==> config.mk <==
export PLATFORM = sky130hd
export DESIGN_NAME = mfpc_stack
export DESIGN_NICKNAME = d
export VERILOG_FILES = /design/src/rtl/mfpc_pkg.sv /design/src/rtl/mfpc_ram.sv /design/src/rtl/mfpc_stack.sv
export SDC_FILE = /design/constraint.sdc
export NUM_CORES = 1
export LEC_CHECK = 0
export BUFFER_PORTS_ARGS = -buffer_cell sky130_fd_sc_hd__buf_2
export CAP_MARGIN = 20
export CORE_MARGIN = 3
export CORE_UTILIZATION = 60
export DETAILED_ROUTE_END_ITERATION = 6
export PLACE_DENSITY = 0.81
export SETUP_SLACK_MARGIN = 0.5
export SLEW_MARGIN = 30
export SYNTH_ARGS = -nofsm -noshare
export SYNTH_HDL_FRONTEND = slang
export SYNTH_SLANG_ARGS = --single-unit
export TNS_END_PERCENT = 5
==> constraint.sdc <==
create_clock -name clk -period 4.2 [get_ports clk]
set_input_delay 0.84 -clock clk [delete_from_list [all_inputs] [get_ports clk]]
set_output_delay 0.84 -clock clk [all_outputs]
set_load 0.02 [all_outputs]
==> src/rtl/mfpc_pkg.sv <==
// package for the magazine free-pointer cache
// holds field widths, request and result structs, status and register codes
// no dependencies
package mfpc_pkg;

  // fixed field widths of the request, result and configuration channels
  localparam int REQ_W        = 2;
  localparam int ADDR_FIELD_W = 32;
  localparam int ARG_W        = 32;
  localparam int CFG_W        = 17;
  localparam int CFG_IDX_W    = 2;

  // parameter defaults for the top level
  localparam int DEF_NUM_REQUESTERS = 4;
  localparam int DEF_ROUNDS         = 16;
  localparam int DEF_NUM_FRAMES     = 16;
  localparam int DEF_ADDR_WIDTH     = 32;

  // register values after reset
  localparam logic [CFG_W-1:0] RST_OBJECT_SIZE   = 17'd64;
  localparam logic [CFG_W-1:0] RST_MAX_ALIGN     = 17'd8;
  localparam logic             RST_GROWTH_ENABLE = 1'b1;

  // request operation codes
  localparam logic OP_ALLOC = 1'b0;
  localparam logic OP_FREE  = 1'b1;

  // configuration register indexes
  typedef enum logic [CFG_IDX_W-1:0] {
    CFG_OBJECT_SIZE   = 2'd0,
    CFG_MAX_ALIGN     = 2'd1,
    CFG_GROWTH_ENABLE = 2'd2
  } mfpc_cfg_idx_t;

  // result status codes
  typedef enum logic [2:0] {
    ST_SERVED    = 3'd0,
    ST_FWD_ALLOC = 3'd1,
    ST_FWD_FREE  = 3'd2,
    ST_NULL      = 3'd3,
    ST_BAD       = 3'd4
  } mfpc_status_t;

  // one request
  typedef struct packed {
    logic                    operation;
    logic [REQ_W-1:0]        requester;
    logic [ADDR_FIELD_W-1:0] object_address;
    logic [ARG_W-1:0]        request_size;
    logic [ARG_W-1:0]        request_align;
    logic [ARG_W-1:0]        request_phase;
  } mfpc_in_t;

  // one result
  typedef struct packed {
    mfpc_status_t            status;
    logic [ADDR_FIELD_W-1:0] result_address;
    logic                    frame_added;
  } mfpc_out_t;

  // operation on one depot stack
  typedef struct packed {
    logic push;
    logic pop;
  } mfpc_stack_op_t;

endpackage

==> src/rtl/mfpc_ram.sv <==
// generic single-write, single-read RAM with registered read data
// no dependencies
module mfpc_ram #(
  parameter int WIDTH = 32,
  parameter int DEPTH = 256
) (
  input  logic                     clk,
  input  logic                     we,
  input  logic [$clog2(DEPTH)-1:0] waddr,
  input  logic [WIDTH-1:0]         wdata,
  input  logic                     re,
  input  logic [$clog2(DEPTH)-1:0] raddr,
  output logic [WIDTH-1:0]         rdata
);

  logic [WIDTH-1:0] mem [DEPTH];

  // write port
  always_ff @(posedge clk) begin
    if (we) begin
      mem[waddr] <= wdata;
    end
  end

  // registered read port
  always_ff @(posedge clk) begin
    if (re) begin
      rdata <= mem[raddr];
    end
  end

endmodule

==> src/rtl/mfpc_stack.sv <==
// lifo stack of magazine frame ids for the depot
// top entry lives in a register, the rest in an mfpc_ram; uses mfpc_pkg
module mfpc_stack #(
  parameter int NUM_FRAMES = mfpc_pkg::DEF_NUM_FRAMES
) (
  input  logic                              clk,
  input  logic                              rst_n,
  input  mfpc_pkg::mfpc_stack_op_t          op,
  input  logic [$clog2(NUM_FRAMES)-1:0]     push_id,
  output logic [$clog2(NUM_FRAMES+1)-1:0]   count,
  output logic [$clog2(NUM_FRAMES)-1:0]     top
);
  import mfpc_pkg::*;

  localparam int IW = $clog2(NUM_FRAMES);
  localparam int CW = $clog2(NUM_FRAMES+1);

  logic [CW-1:0] count_r, count_nxt;
  logic [IW-1:0] top_r, top_nxt;
  logic          push_ok;
  logic [IW-1:0] raddr;
  logic [IW-1:0] second;

  // push is dropped when the stack already holds every frame
  assign push_ok = op.push && (count_r < CW'(NUM_FRAMES));

  // next count and top; the entry below the top is always being read
  always_comb begin
    count_nxt = count_r;
    top_nxt   = top_r;
    if (push_ok) begin
      count_nxt = count_r + CW'(1);
      top_nxt   = push_id;
    end else if (op.pop) begin
      count_nxt = count_r - CW'(1);
      top_nxt   = second;
    end
  end

  // read address tracks the second entry of the next stack contents
  assign raddr = IW'(count_nxt - CW'(2));

  mfpc_ram #(
    .WIDTH (IW),
    .DEPTH (NUM_FRAMES)
  ) u_ram (
    .clk   (clk),
    .we    (push_ok),
    .waddr (count_r[IW-1:0]),
    .wdata (push_id),
    .re    (1'b1),
    .raddr (raddr),
    .rdata (second)
  );

  // count register
  always_ff @(posedge clk) begin
    if (!rst_n) begin
      count_r <= '0;
    end else begin
      count_r <= count_nxt;
    end
  end

  // top register
  always_ff @(posedge clk) begin
    top_r <= top_nxt;
  end

  assign count = count_r;
  assign top   = top_r;

endmodule

==> qor.txt, run 1 <==
total power -> 1.824 mW
Worst Setup Path Type -> reg2reg
Setup Buffers After CTS -> 0
DRT Pass-1 Iters -> 5
Max Buffers Root-to-Sink -> 2
Post-DRT Antenna Nets -> 0
Top FF cell, synth -> edfxtp_1
pre-CTS setup slack -> 0.6558 ns
proportion of layout cells with a drive suffix above 1 -> 12.71%
largest cells by area after synthesis -> edfxtp_1, dfxtp_1, and3_1
status -> complete, no violations
max-slew violations -> 0
clock sink count -> 77
fillers -> 426
Synth Register Bits -> 77
hold_sp -> u_ram.rdata[3]
TNS Setup -> 0 ns
Setup Skew -> 0.009568 ns
Vias/cell -> 6.295
Placed Cells -> 347
flop-to-flop setup slack -> 0.80 ns
Lkg Pwr -> 1.382 nW
final worst slack -> 0.7981 ns
min cycle time layout -> 3.402 ns
Hold Fails Final Rpt -> 0
Mapped Nets -> 287
largest net degree at the start of global routing -> 27
core area -> 5540 um2
Detailed Place HPWL -> 4628 um
DP Area -> 3591 um2
IO Port Bufs -> 16
Post-synth ARST share -> 0%
WP data arrival -> 3.63 ns
RD Place Congestion -> 0.9033
Warnings, synthesis -> 0
initial DRC count -> 208
Distinct cells, synth -> 38
Worst setup EP type -> flop
CTS Hold Bufs -> 0
fmax -> 0.2940 GHz
GRT Total Usage -> 23.38%
FF-to-FF End -> u_ram.rdata[1]
CP Data Required Time -> 4.43 ns
wire length per cell after detailed routing -> 19.26 um
Reg2Reg Launch Point -> count[0]
Num CTS Buffers -> 9
DR vias -> 2285
post-route clock period utilization -> 81.00%
CTS tree -> built
Layout area overhead -> 8.895%
Resize count post-CTS -> 0
GRT Residual Overflow -> 0
pin slew with the least headroom to its limit -> 0.6196 ns
starting density of the core -> 62.71%
top cell type's share of synthesized area -> 58.77%
first-pass GRT wire length -> 11120 um
EDFF count, synth -> 68
initial antenna violation count -> 0
io pins -> 17
Crit. Startpoint -> count[0]
synthesized cell area -> 3475 um2
std cell rows -> 27
max_slew headroom -> 58.69%
worst skew pair latency -> 0.35 ns
post-synth top area cell -> edfxtp_1
die span in x -> 82.10 um
Max IR drop VDD -> 0.2665 mV
vias in the first global route -> 2112
FF-to-FF path depth -> 11
Die Height -> 82.10 um
Worst Setup Start Kind -> flop
diode count -> 0
Total Wirelength -> 6990 um
final setup fails -> 0
worst-case hold path end point -> top[3]
Post-Syn Instances -> 273
register area share after synthesis -> 63.95%
syn avg cell area -> 12.73 um2
Pwr Density -> 482.2 nW/um2
Worst Path Max Fanout -> 26
Die Area -> 6740 um2
fin cells -> 363
HP Class -> reg2reg
Worst Hold Path Cells -> 2
# DRC -> 0
most instantiated cells after synthesis -> edfxtp_1, nand2_1, nand3_1, and3_1, o21ai_0
Reg clk slew, reported paths -> 0.07 ns
Root Buffer -> clkbuf_8
most common cell in the netlist -> edfxtp_1
nets -> 300
number of H-tree levels -> 3
RSZ-0062 raised after global routing -> false
Finished Cell Area -> 3784 um2
max_cap viols -> 0
-- report_power, final --
part / switching [mW] / total [mW] / internal (mW)
clock: 0.241 / 0.530 / 0.289
sequential: 0.0254 / 0.915 / 0.890
combinational: 0.235 / 0.379 / 0.144
total: 0.502 / 1.82 / 1.32
-- how the worst max path moves through the flow --
| stage | to |
|---|---|
| CTS | u_ram.rdata[1] |
| global placement | u_ram.rdata[1] |
| finish | u_ram.rdata[1] |
| detailed placement | u_ram.rdata[1] |
| global route | u_ram.rdata[1] |
| floorplan | u_ram.rdata[2] |
-- worst max-delay path: stages, from the launching register on --
cell,delay [ns]
dfxtp_1,0.31
buf_4,0.25
inv_1,0.12
ha_1,0.33
nand2b_1,0.16
a31oi_1,0.29
inv_2,0.21
ha_1,0.25
xnor3_1,0.48
and2_1,0.26
a32oi_1,0.24
or3b_1,0.38
-- stage by stage --
step / utilization, % / hold slack [ns]
floorplan: - / 0.4742
global placement: 64.81 / 0.4938
detailed placement: 64.81 / 0.4917
CTS: 68.20 / 0.5075
global route: 68.29 / 0.5639
finish: 68.29 / 0.5075
-- cell type report --
| class | instances | area [um2] | share of cell area (%) |
|---|---|---|---|
| clock buffer | 13 | 148.9 | 3.935 |
| clock inverter | 3 | 38.79 | 1.025 |
| inverter | 5 | 18.77 | 0.4960 |
| multi-input combinational | 173 | 1155 | 30.52 |
| sequential | 77 | 2222 | 58.73 |
| tap | 72 | 90.09 | 2.381 |
| timing repair buffer | 20 | 110.1 | 2.910 |
-- layer usage --
layer  GRT usage [%]  up-vias  wire length [um]
met1           31.21     1096              3027
li1                -     1066                 -
met2           35.14      101              3312
met3           6.182       22               441
met5               0        -                 0
met4           12.62        0               208
-- sequential cells by signal (all words and copies together), names as in the netlist --
signal and flops:
u_ram.rdata 4, u_ram.mem 64, top 4, count 5
-- cell families after synthesis --
family | Yosys count | share of synthesized area, %
AO/OA/AOI/OAI | 51 | 10.59
buffers and inverters | 23 | 2.953
AND/OR/NAND/NOR | 104 | 16.60
flip-flops | 77 | 63.95
adder cells (fa/ha/maj) | 6 | 2.161
XOR/XNOR | 3 | 1.152
multiplexers | 9 | 2.593
-- layout by cell type, fill, tap and decap left out, types with 2 or more instances in the layout --
master | synthesis | layout
mux2i_1 | 9 | 9
and3_1 | 18 | 18
buf_4 | 1 | 4
a211oi_1 | 12 | 12
nand2_1 | 22 | 22
nor3_1 | 8 | 7
a2111oi_0 | 8 | 8
clkbuf_1 | 11 | 3
buf_2 | 4 | 16
ha_1 | 6 | 6
or3b_1 | 4 | 4
nor2b_1 | 2 | 2
and2_1 | 11 | 11
nand2b_1 | 12 | 12
a32oi_1 | 4 | 4
nand3_1 | 20 | 20
a2bb2oi_1 | 4 | 4
edfxtp_1 | 68 | 68
inv_1 | 4 | 4
dfxtp_1 | 9 | 9
a31oi_1 | 5 | 5
xnor2_1 | 2 | 2
clkbuf_8 | 0 | 10
o21ai_0 | 14 | 14
Note: power is estimated with default switching activity, not from simulation.
==> run 2, diff against run 1 <==
ABC_AREA = 1   (was not set)
CORE_UTILIZATION = 55   (was 60)
PLACE_DENSITY = 0.78   (was 0.81)
clock period = 2.7 ns   (was 4.2 ns; I/O delays follow)
==> qor.txt, run 2 <==
WL met1 -> 3351 um (+11%)
Die Area -> 7586 um2 (+13%)
Resize count post-CTS -> 0 (unchanged)
nets -> 402 (+34%)
most instantiated cells after synthesis -> nand2_1, inv_1, edfxtp_1, nand3_1, nor2_1
most frequent cells in the layout -> nand2_1, inv_1, edfxtp_1
pin slew with the least headroom to its limit -> 0.4978 ns (-0.1218 ns)
final worst slack -> 0.6667 ns (-0.1314 ns)
register area share after synthesis -> 61.43% (-2.5 points)
final setup fails -> 0 (unchanged)
min cycle time layout -> 2.033 ns (-1.369 ns)
Setup Skew -> 0.007609 ns (-0.001959 ns)
Worst setup EP type -> flop
commonest non-fill, non-tap cell in the layout -> nand2_1
initial DRC count -> 113 (-46%)
CTS Hold Bufs -> 0 (unchanged)
Final Util -> 64.16% (-4.1 points)
synthesized cell area -> 3617 um2 (+4.1%)
Synth Register Bits -> 77 (unchanged)
DP Area -> 3736 um2 (+4.0%)
CTS tree -> built
die span in x -> 87.10 um (+6.1%)
GRT Residual Overflow -> 0 (unchanged)
Hold Fails Final Rpt -> 0 (unchanged)
Max Buffers Root-to-Sink -> 2 (unchanged)
# DRC -> 0 (unchanged)
DR top layer -> met4
FF-to-FF End -> u_ram.rdata[1]
hold_sp -> rst_n
Post-DRT Antenna Nets -> 0 (unchanged)
max-slew violations -> 0 (unchanged)
RD Place Congestion -> 0.9074 (+0.45%)
total power -> 2.864 mW (+57%)
wire length per cell after detailed routing -> 15.66 um (-19%)
Warnings, synthesis -> 0 (unchanged)
max_cap viols -> 0 (unchanged)
most common cell in the netlist -> nand2_1
largest net degree at the start of global routing -> 34 (+26%)
GRT Total Usage -> 21.26% (-2.1 points)
Worst Path Max Fanout -> 9 (-65%)
HP Class -> in2reg
FF-to-FF path depth -> 11 (unchanged)
Lkg Pwr -> 1.760 nW (+27%)
proportion of layout cells with a drive suffix above 1 -> 15.01% (+2.3 points)
fmax -> 0.4918 GHz (+67%)
Distinct cells, synth -> 22 (-42%)
max_slew headroom -> 66.69% (+8.0 points)
number of H-tree levels -> 3 (unchanged)
Root Buffer -> clkbuf_8
Total Wirelength -> 7329 um (+4.8%)
DRT Pass-1 Iters -> 4 (-1)
CP Data Required Time -> 2.95 ns (-1.48 ns)
Pwr Density -> 728.0 nW/um2 (+51%)
met3 WL -> 331 um (-25%)
Die Height -> 87.10 um (+6.1%)
first-pass GRT wire length -> 11740 um (+5.6%)
Worst Hold Path Cells -> 3 (+1)
post-synth top area cell -> edfxtp_1
Biggest register -> u_ram.mem
Post-synth ARST share -> 0% (unchanged)
top cell type's share of synthesized area -> 56.45% (-2.3 points)
initial antenna violation count -> 0 (unchanged)
Setup Buffers After CTS -> 0 (unchanged)
clock sink count -> 77 (unchanged)
worst-case hold path end point -> count[0]
Mapped Nets -> 383 (+33%)
RSZ-0062 raised after global routing -> false
Crit. Startpoint -> count[1]
met2 routed WL -> 3565 um (+7.6%)
post-route clock period utilization -> 75.31% (-5.7 points)
std cell rows -> 28 (+3.7%)
max FFs per register -> 64 (unchanged)
flop-to-flop setup slack -> 0.67 ns (-0.13 ns)
Reg clk slew, reported paths -> 0.08 ns (about the same)
io pins -> 17 (unchanged)
Detailed Place HPWL -> 5037 um (+8.8%)
syn avg cell area -> 9.803 um2 (-23%)
WP data arrival -> 2.28 ns (-1.35 ns)
IO Port Bufs -> 16 (unchanged)
Max IR drop VDD -> 0.4388 mV (+65%)
Post-Syn Instances -> 369 (+35%)
diode count -> 0 (unchanged)
worst skew pair latency -> 0.35 ns (about the same)
Worst Setup Start Kind -> flop
Top FF cell, synth -> edfxtp_1
Worst Setup Path Type -> reg2reg
DR vias -> 2402 (+5.1%)
vias in the first global route -> 2251 (+6.6%)
Layout area overhead -> 8.751%
EDFF count, synth -> 68 (unchanged)
Num CTS Buffers -> 9 (unchanged)
Finished Cell Area -> 3934 um2 (+4.0%)
largest cells by area after synthesis -> edfxtp_1, nand2_1, nand3_1
core area -> 6131 um2 (+11%)
status -> complete, no violations
starting density of the core -> 59.00% (-3.7 points)
Reg2Reg Launch Point -> count[1]
pre-CTS setup slack -> 0.3066 ns (-0.3493 ns)
Vias/cell -> 5.132 (-18%)
TNS Setup -> 0 ns (unchanged)
==> run 2: cell count changes in the layout (fill, tap and decap cells not counted), moves of 14 or more <==
cell and change:
nor2_1 +21, nand3_1 +46, nand2_1 +68, o21ai_0 -14, inv_1 +67, and3_1 -18
==> run 2: worst max-delay path, stage by stage, from the launching register on <==
cell     delay [ns]
dfxtp_2        0.40
inv_1          0.14
ha_4           0.33
nand2_1        0.06
o21ai_2        0.10
nand2_2        0.07
o21ai_2        0.09
ha_2           0.37
inv_4          0.12
nand3_1        0.08
nand3_1        0.10
nand2_1        0.06
==> run 2: worst max-delay path by stage <==
| stage | cells after the start | end | slack, ns |
|---|---|---|---|
| after floorplan | 13 | u_ram.rdata[3] | 0.50 |
| after global placement | 12 | u_ram.rdata[1] | 0.43 |
| after detailed placement | 12 | u_ram.rdata[1] | 0.31 |
| after CTS | 12 | u_ram.rdata[1] | 0.54 |
| after global routing | 11 | u_ram.rdata[0] | 0.53 |
| final | 11 | u_ram.rdata[1] | 0.67 |
==> run 2: kinds of logic (layout without fill, tap and decap cells) <==
group                    after synthesis  count (layout)  synth area share, %
AND/OR/NAND/NOR                      191             191                24.25
adder cells (fa/ha/maj)                6               6                2.075
XOR/XNOR                               2               2               0.4843
buffers and inverters                 86             110                10.27
flip-flops                            77              77                61.43
AO/OA/AOI/OAI                          7               7                1.488
==> run 2: metal layers <==
| metal | vias up | global-route usage (%) |
|---|---|---|
| li1 | 1213 | - |
| met1 | 1134 | 28.37 |
| met2 | 46 | 34.44 |
| met3 | 9 | 5.582 |
| met4 | 0 | 6.276 |
| met5 | - | 0 |
==> run 2: stage by stage <==
step                hold WS [ns]  instances
floorplan                 0.4784        369
global placement          0.5430        452
detailed placement        0.5402        452
CTS                       0.4677        468
global route              0.4906        468
finish                    0.4725        468
==> run 2: power breakdown <==
part / internal, mW / switching (mW)
Combinational: 0.193 / 0.416
Sequential: 1.38 / 0.0414
Clock: 0.421 / 0.411
Total: 1.99 / 0.869
==> run 2: layout make-up <==
type                            count  area [um2]
Clock buffer                        9       123.9
Clock inverter                      7       66.31
Fill cell                         508        2197
Inverter                           77       296.5
Multi-Input combinational cell    206        1039
Sequential cell                    77        2227
Tap cell                           75       93.84
Timing Repair Buffer               17       87.58
